## src/sv/aes_pkg.sv

```systemverilog
// AES-128 package: S-box tables, GF(2^8) helpers and shared types.
// No dependencies; used by every module of the cipher unit.
`default_nettype none
package aes_pkg;

	localparam int NUM_ROUNDS = 10;
	localparam int KEY_WORDS  = 4 * (NUM_ROUNDS + 1);
	localparam int KIDX_W     = $clog2(KEY_WORDS);
	localparam int ROUND_W    = $clog2(NUM_ROUNDS + 1);

	localparam logic [0:0] CFG_KEY_HIGH = 1'b0;
	localparam logic [0:0] CFG_KEY_LOW  = 1'b1;

	localparam logic [7:0] SBOX [256] = '{
		8'h63,8'h7c,8'h77,8'h7b,8'hf2,8'h6b,8'h6f,8'hc5,8'h30,8'h01,8'h67,8'h2b,8'hfe,8'hd7,8'hab,8'h76,
		8'hca,8'h82,8'hc9,8'h7d,8'hfa,8'h59,8'h47,8'hf0,8'had,8'hd4,8'ha2,8'haf,8'h9c,8'ha4,8'h72,8'hc0,
		8'hb7,8'hfd,8'h93,8'h26,8'h36,8'h3f,8'hf7,8'hcc,8'h34,8'ha5,8'he5,8'hf1,8'h71,8'hd8,8'h31,8'h15,
		8'h04,8'hc7,8'h23,8'hc3,8'h18,8'h96,8'h05,8'h9a,8'h07,8'h12,8'h80,8'he2,8'heb,8'h27,8'hb2,8'h75,
		8'h09,8'h83,8'h2c,8'h1a,8'h1b,8'h6e,8'h5a,8'ha0,8'h52,8'h3b,8'hd6,8'hb3,8'h29,8'he3,8'h2f,8'h84,
		8'h53,8'hd1,8'h00,8'hed,8'h20,8'hfc,8'hb1,8'h5b,8'h6a,8'hcb,8'hbe,8'h39,8'h4a,8'h4c,8'h58,8'hcf,
		8'hd0,8'hef,8'haa,8'hfb,8'h43,8'h4d,8'h33,8'h85,8'h45,8'hf9,8'h02,8'h7f,8'h50,8'h3c,8'h9f,8'ha8,
		8'h51,8'ha3,8'h40,8'h8f,8'h92,8'h9d,8'h38,8'hf5,8'hbc,8'hb6,8'hda,8'h21,8'h10,8'hff,8'hf3,8'hd2,
		8'hcd,8'h0c,8'h13,8'hec,8'h5f,8'h97,8'h44,8'h17,8'hc4,8'ha7,8'h7e,8'h3d,8'h64,8'h5d,8'h19,8'h73,
		8'h60,8'h81,8'h4f,8'hdc,8'h22,8'h2a,8'h90,8'h88,8'h46,8'hee,8'hb8,8'h14,8'hde,8'h5e,8'h0b,8'hdb,
		8'he0,8'h32,8'h3a,8'h0a,8'h49,8'h06,8'h24,8'h5c,8'hc2,8'hd3,8'hac,8'h62,8'h91,8'h95,8'he4,8'h79,
		8'he7,8'hc8,8'h37,8'h6d,8'h8d,8'hd5,8'h4e,8'ha9,8'h6c,8'h56,8'hf4,8'hea,8'h65,8'h7a,8'hae,8'h08,
		8'hba,8'h78,8'h25,8'h2e,8'h1c,8'ha6,8'hb4,8'hc6,8'he8,8'hdd,8'h74,8'h1f,8'h4b,8'hbd,8'h8b,8'h8a,
		8'h70,8'h3e,8'hb5,8'h66,8'h48,8'h03,8'hf6,8'h0e,8'h61,8'h35,8'h57,8'hb9,8'h86,8'hc1,8'h1d,8'h9e,
		8'he1,8'hf8,8'h98,8'h11,8'h69,8'hd9,8'h8e,8'h94,8'h9b,8'h1e,8'h87,8'he9,8'hce,8'h55,8'h28,8'hdf,
		8'h8c,8'ha1,8'h89,8'h0d,8'hbf,8'he6,8'h42,8'h68,8'h41,8'h99,8'h2d,8'h0f,8'hb0,8'h54,8'hbb,8'h16
	};

	localparam logic [7:0] SBOX_INV [256] = '{
		8'h52,8'h09,8'h6a,8'hd5,8'h30,8'h36,8'ha5,8'h38,8'hbf,8'h40,8'ha3,8'h9e,8'h81,8'hf3,8'hd7,8'hfb,
		8'h7c,8'he3,8'h39,8'h82,8'h9b,8'h2f,8'hff,8'h87,8'h34,8'h8e,8'h43,8'h44,8'hc4,8'hde,8'he9,8'hcb,
		8'h54,8'h7b,8'h94,8'h32,8'ha6,8'hc2,8'h23,8'h3d,8'hee,8'h4c,8'h95,8'h0b,8'h42,8'hfa,8'hc3,8'h4e,
		8'h08,8'h2e,8'ha1,8'h66,8'h28,8'hd9,8'h24,8'hb2,8'h76,8'h5b,8'ha2,8'h49,8'h6d,8'h8b,8'hd1,8'h25,
		8'h72,8'hf8,8'hf6,8'h64,8'h86,8'h68,8'h98,8'h16,8'hd4,8'ha4,8'h5c,8'hcc,8'h5d,8'h65,8'hb6,8'h92,
		8'h6c,8'h70,8'h48,8'h50,8'hfd,8'hed,8'hb9,8'hda,8'h5e,8'h15,8'h46,8'h57,8'ha7,8'h8d,8'h9d,8'h84,
		8'h90,8'hd8,8'hab,8'h00,8'h8c,8'hbc,8'hd3,8'h0a,8'hf7,8'he4,8'h58,8'h05,8'hb8,8'hb3,8'h45,8'h06,
		8'hd0,8'h2c,8'h1e,8'h8f,8'hca,8'h3f,8'h0f,8'h02,8'hc1,8'haf,8'hbd,8'h03,8'h01,8'h13,8'h8a,8'h6b,
		8'h3a,8'h91,8'h11,8'h41,8'h4f,8'h67,8'hdc,8'hea,8'h97,8'hf2,8'hcf,8'hce,8'hf0,8'hb4,8'he6,8'h73,
		8'h96,8'hac,8'h74,8'h22,8'he7,8'had,8'h35,8'h85,8'he2,8'hf9,8'h37,8'he8,8'h1c,8'h75,8'hdf,8'h6e,
		8'h47,8'hf1,8'h1a,8'h71,8'h1d,8'h29,8'hc5,8'h89,8'h6f,8'hb7,8'h62,8'h0e,8'haa,8'h18,8'hbe,8'h1b,
		8'hfc,8'h56,8'h3e,8'h4b,8'hc6,8'hd2,8'h79,8'h20,8'h9a,8'hdb,8'hc0,8'hfe,8'h78,8'hcd,8'h5a,8'hf4,
		8'h1f,8'hdd,8'ha8,8'h33,8'h88,8'h07,8'hc7,8'h31,8'hb1,8'h12,8'h10,8'h59,8'h27,8'h80,8'hec,8'h5f,
		8'h60,8'h51,8'h7f,8'ha9,8'h19,8'hb5,8'h4a,8'h0d,8'h2d,8'he5,8'h7a,8'h9f,8'h93,8'hc9,8'h9c,8'hef,
		8'ha0,8'he0,8'h3b,8'h4d,8'hae,8'h2a,8'hf5,8'hb0,8'hc8,8'heb,8'hbb,8'h3c,8'h83,8'h53,8'h99,8'h61,
		8'h17,8'h2b,8'h04,8'h7e,8'hba,8'h77,8'hd6,8'h26,8'he1,8'h69,8'h14,8'h63,8'h55,8'h21,8'h0c,8'h7d
	};

	function automatic logic [7:0] xt(input logic [7:0] x);
		return {x[6:0], 1'b0} ^ (x[7] ? 8'h1b : 8'h00);
	endfunction

	function automatic logic [31:0] sub_word(input logic [31:0] w);
		return {SBOX[w[31:24]], SBOX[w[23:16]], SBOX[w[15:8]], SBOX[w[7:0]]};
	endfunction

	// Column mix: m0..m3 for the forward matrix {02,03,01,01}.
	function automatic logic [31:0] mix_col(input logic [31:0] c);
		logic [7:0] a0, a1, a2, a3;
		a0 = c[31:24]; a1 = c[23:16]; a2 = c[15:8]; a3 = c[7:0];
		return {xt(a0) ^ xt(a1) ^ a1 ^ a2 ^ a3,
			a0 ^ xt(a1) ^ xt(a2) ^ a2 ^ a3,
			a0 ^ a1 ^ xt(a2) ^ xt(a3) ^ a3,
			xt(a0) ^ a0 ^ a1 ^ a2 ^ xt(a3)};
	endfunction

	// Inverse mix as a pre-step then forward mix: {0e,0b,0d,09} = fwd * {05,00,04,00}.
	function automatic logic [31:0] inv_mix_col(input logic [31:0] c);
		logic [7:0] a0, a1, a2, a3, u, v;
		a0 = c[31:24]; a1 = c[23:16]; a2 = c[15:8]; a3 = c[7:0];
		u = xt(xt(a0 ^ a2));
		v = xt(xt(a1 ^ a3));
		return mix_col({a0 ^ u, a1 ^ v, a2 ^ u, a3 ^ v});
	endfunction

	typedef struct packed {
		logic             first;
		logic             last;
		logic             dec;
	} rnd_ctl_t;

endpackage
`default_nettype wire

```

## src/sv/aes_key_mem.sv

```systemverilog
// AES round-key store: 44 words of 32 bits, one write and one registered read.
// Depends on aes_pkg for the depth.
`default_nettype none
module aes_key_mem (
	input  wire logic                      clk,
	input  wire logic                      we,
	input  wire logic [aes_pkg::KIDX_W-1:0] waddr,
	input  wire logic [31:0]               wdata,
	input  wire logic [aes_pkg::KIDX_W-1:0] raddr,
	output logic      [31:0]               rdata
);
	logic [31:0] mem [aes_pkg::KEY_WORDS];

	always_ff @(posedge clk) begin
		if (we) begin
			mem[waddr] <= wdata;
		end
		rdata <= mem[raddr];
	end
endmodule
`default_nettype wire

```

## config.mk

```make
export PLATFORM = sky130hd
export DESIGN_NAME = aes_key_mem
export DESIGN_NICKNAME = d
export VERILOG_FILES = /design/src/sv/aes_pkg.sv /design/src/sv/aes_key_mem.sv
export SDC_FILE = /design/constraint.sdc
export NUM_CORES = 1
export LEC_CHECK = 0
export ABC_CLOCK_PERIOD_IN_PS = 5280
export BUFFER_PORTS_ARGS = -buffer_cell sky130_fd_sc_hd__buf_2
export CORE_ASPECT_RATIO = 0.6
export CORE_MARGIN = 2
export CORE_UTILIZATION = 40
export CTS_BUF_LIST = sky130_fd_sc_hd__clkbuf_8
export CTS_CLUSTER_SIZE = 28
export DETAILED_ROUTE_END_ITERATION = 10
export GPL_TIMING_DRIVEN = 0
export PLACE_DENSITY = 0.62
export SYNTH_ARGS = -nofsm -noshare
export SYNTH_HDL_FRONTEND = slang
export SYNTH_SLANG_ARGS = --single-unit
```

## constraint.sdc

```tcl
create_clock -name clk -period 5.28 [get_ports clk]
set_input_delay 1.056 -clock clk [delete_from_list [all_inputs] [get_ports clk]]
set_output_delay 1.056 -clock clk [all_outputs]
set_load 0.03 [all_outputs]
```

Word level (Yosys, flattened, before mapping). Memory sizes are Yosys's and may differ from the RTL's. A register that Yosys moved wholly into a read port is not among the register bits. Index checks and enable logic that the tools add are counted.

Register bits: 0. Memory bits (writable): 1408. Bits of input ports: 46. Output and inout bits: 32. Logic and storage cells: 3. Memories: 1.

Memories: mem (depth 44, width 32, read ports 1, clocked after Yosys merged registers in 1, write ports 1, RTL line aes_key_mem.sv:12) `logic [31:0] mem [aes_pkg::KEY_WORDS];`.

Muxes and demuxes: 2.

Operator list (number): 1-bit 2-to-1 mux (2).

Longest topological paths before layout.
Depth in word-level cells: 2. Mapped depth: 8. Mapped depth without buffers: 5.

Worst setup path before layout. No wires, ideal clock.

Kind: input to register. Start point: in waddr[1] (netlist name). End point: mem mem[21][0], enable pin. Setup time: 0.502 ns. Arrival: 4.349 ns. Data required time: 4.778 ns. Slack: 0.429 ns. Stages: 2. Buffers on the path: 0. Path through: nand2b_1 nor4_1.

RTL lines: from (decl) (RTL line aes_key_mem.sv:7) `input wire logic [aes_pkg::KIDX_W-1:0] waddr,`; to (decl) (RTL line aes_key_mem.sv:12).

No word-level cell before the write port.

==> results.yml <==
run_status:
  run_status: "finished, final reports clean"
synthesis:
  synth_area_sq_um: 54600
  syn_nets: 2546
  synth_cells: 2500
  synth.avg_cell_area_sq_um: 21.8
  synth_area_leaders: "edfxtp_1 (77%), mux4_2 (12%), mux2i_1 (2.3%)"
  ys_ff_latch: 1440
  yosysTopAreaCell: "edfxtp_1"
  synth_top_cell_area_share: 0.775
  synth-seq-area-share: 0.787
  yosysWarnings: 0
  synth_cell_types: 33
floorplanning:
  die_area_sq_um: 139000
  coreArea_sq_um: 135000
  initial_core_util: 0.405
  die_h_um: 290
  die_w_um: 481
  rows: 104
  io_pins: 78
setup_path:
  cp.required_ns: 6.02
  rrSetupSlack_ns: 3.21
  worstPathMaxFanout: 10
  startpoint_type: "input pin"
  critPathKind: "input pin to flop"
  end_kind: "flop"
  critPathArrivalTime_ns: 4.29
final_layout:
  instances_no_fill: 4791
  drive_gt1_frac: 0.267
  area_growth_pct: 14.0
  final_cell_mix: "edfxtp_1 (1408), mux4_2 (288), clkbuf_8 (212)"
  final_common_cell: "edfxtp_1"
  nets: 2879
  design_area_sq_um: 62200
clocking:
  postCtsSetupBuffers: 0
  clockBufferDepth: 3
  cts_tree: "yes"
  cts_resized: 0
  cts.sinks: 1440
  clk_pin_slew_ns: 0.07
  hold_buffers: 0
  cts_buffers: 196
  clkLatencyLatePin_ns: 0.90
  cts_root_buf: "clkbuf_8"
  htreeDepth: 4
worst_hold_path:
  hold_path.class: "input pin to flop"
routing:
  routed_via_density: 5.82
  drtAntennaViolNets: 0
  routedWlPerCell_um: 29.9
  vias: 27900
  drc_errors: 0
  drt_first_pass_iters: 6
  dr.first_iter.drc_count: 4187
  totalWireLength_um: 143000
power:
  total_power_mw: 22.0
  ir_drop_uv: 284
  p_per_area_nw_per_um2: 354
  p_leak_nw: 19.7
timing:
  slew-limit-headroom: 0.0620
  hold_ws_ns: 0.756
  fin_tns_setup_ns: 0
  setup_viol: 0
  post-route-period-util: 0.673
  fin_skew_ns: 0.0349
  rsz0062_at_grt: "no"
  worst_slew_pin_slew_ns: 1.41
  period_needed_ns: 3.55
  max_freq_mhz: 281
  finalHoldViolCount: 0
  finalMaxSlewViolations: 0
place:
  dpl.cell_count: 4437
  hpwl_um: 95500
  placed_cell_area_sq_um: 58600
  portBuffers: 73
  place.gp.congestion: 0.858
global_routing:
  grt_use_total: 0.205
  grt_first_pass_wirelength_um: 203000
  grt_pass1_vias: 27500
  grt_max_degree: 45
  grt_overflow: 0
  antenna_found_initial: 13
run:
  maxCapViolations: 0
[layout make-up]
class | instances | area (sq um)
fill | 11100 | 72500
sequential | 1440 | 42900
buffer | 144 | 691
timing repair buffer | 135 | 1430
inverter | 1 | 3.75
antenna | 3 | 7.51
clock buffer | 212 | 2920
tap | 1802 | 2250
multi-input combinational | 915 | 11300
clock inverter | 139 | 702
[layer usage]
| layer | part of all wire | vias to the layer above | routed length, um | track usage |
|---|---|---|---|---|
| met5 | 0 | - | 0 | 0 |
| met4 | 0.018 | 0 | 2610 | 0.0532 |
| met3 | 0.11 | 196 | 16200 | 0.0438 |
| met2 | 0.41 | 1744 | 59200 | 0.274 |
| met1 | 0.46 | 14700 | 65500 | 0.334 |
| li1 | - | 11200 | - | - |
[stage by stage]
step / util / worst slack, ns
3_3_place_gp: 0.425 / -2.85
5_1_grt: 0.462 / 1.73
2_1_floorplan: - / 0.429
6_report: 0.462 / 1.73
3_5_place_dp: 0.435 / 1.00
4_1_cts: 0.462 / 2.00
[final timing paths]
| path | from | to | cells past startpoint |
|---|---|---|---|
| hold / removal | waddr[3] | mem[21][0]$_DFFE_PP_ | 3 |
| setup / recovery | raddr[3] | rdata[0]$_DFF_P_ | 6 |
| setup reg to reg | mem[31][4]$_DFFE_PP_ | rdata[4]$_DFF_P_ | 5 |
| hold reg to reg | mem[1][9]$_DFFE_PP_ | rdata[9]$_DFF_P_ | 4 |
[critical path, cell delays in order]
cell	delay (ns)
buf_2	0.21
clkbuf_1	0.91
buf_1	0.69
clkbuf_1	0.56
a21oi_1	0.29
o31ai_1	0.54
[where the power goes]
part           switching, mW  internal (mW)  total (mW)
clock network           4.18           3.85        8.03
logic                  0.881          0.410        1.29
registers             0.0308           12.6        12.7
total                   5.09           16.9        22.0
[cells in the mapped netlist]
library cell	number
and2_1	1
nand2_1	62
mux2_1	39
mux2_2	25
nand2b_1	6
or3_1	2
buf_4	14
inv_1	1
nand4_1	1
o31ai_1	10
nand3_1	5
buf_1	13
nor4_1	1
or3b_2	1
nor3_1	5
or2_2	2
nand3b_1	1
dfxtp_1	32
o21ai_0	28
a21oi_1	74
edfxtp_1	1408
nor2_1	54
a221oi_1	32
nor2b_1	6
a22oi_1	64
o22ai_1	32
o211ai_1	22
mux4_2	288
buf_2	36
clkbuf_1	74
buf_6	7
o21ai_1	26
mux2i_1	128
[sequential cells by signal, indices dropped and copies added (netlist names)]
register,flops
mem,1408
rdata,32
[kinds of logic after synthesis]
logic type	Yosys count	share of synthesized area
DFF	1440	0.787
AOI/OAI and AO/OA	288	0.0338
buffers and inverters	145	0.0127
and+or+nand+nor	147	0.0114
muxes	480	0.156
Note: power is estimated with default switching activity, not from simulation.
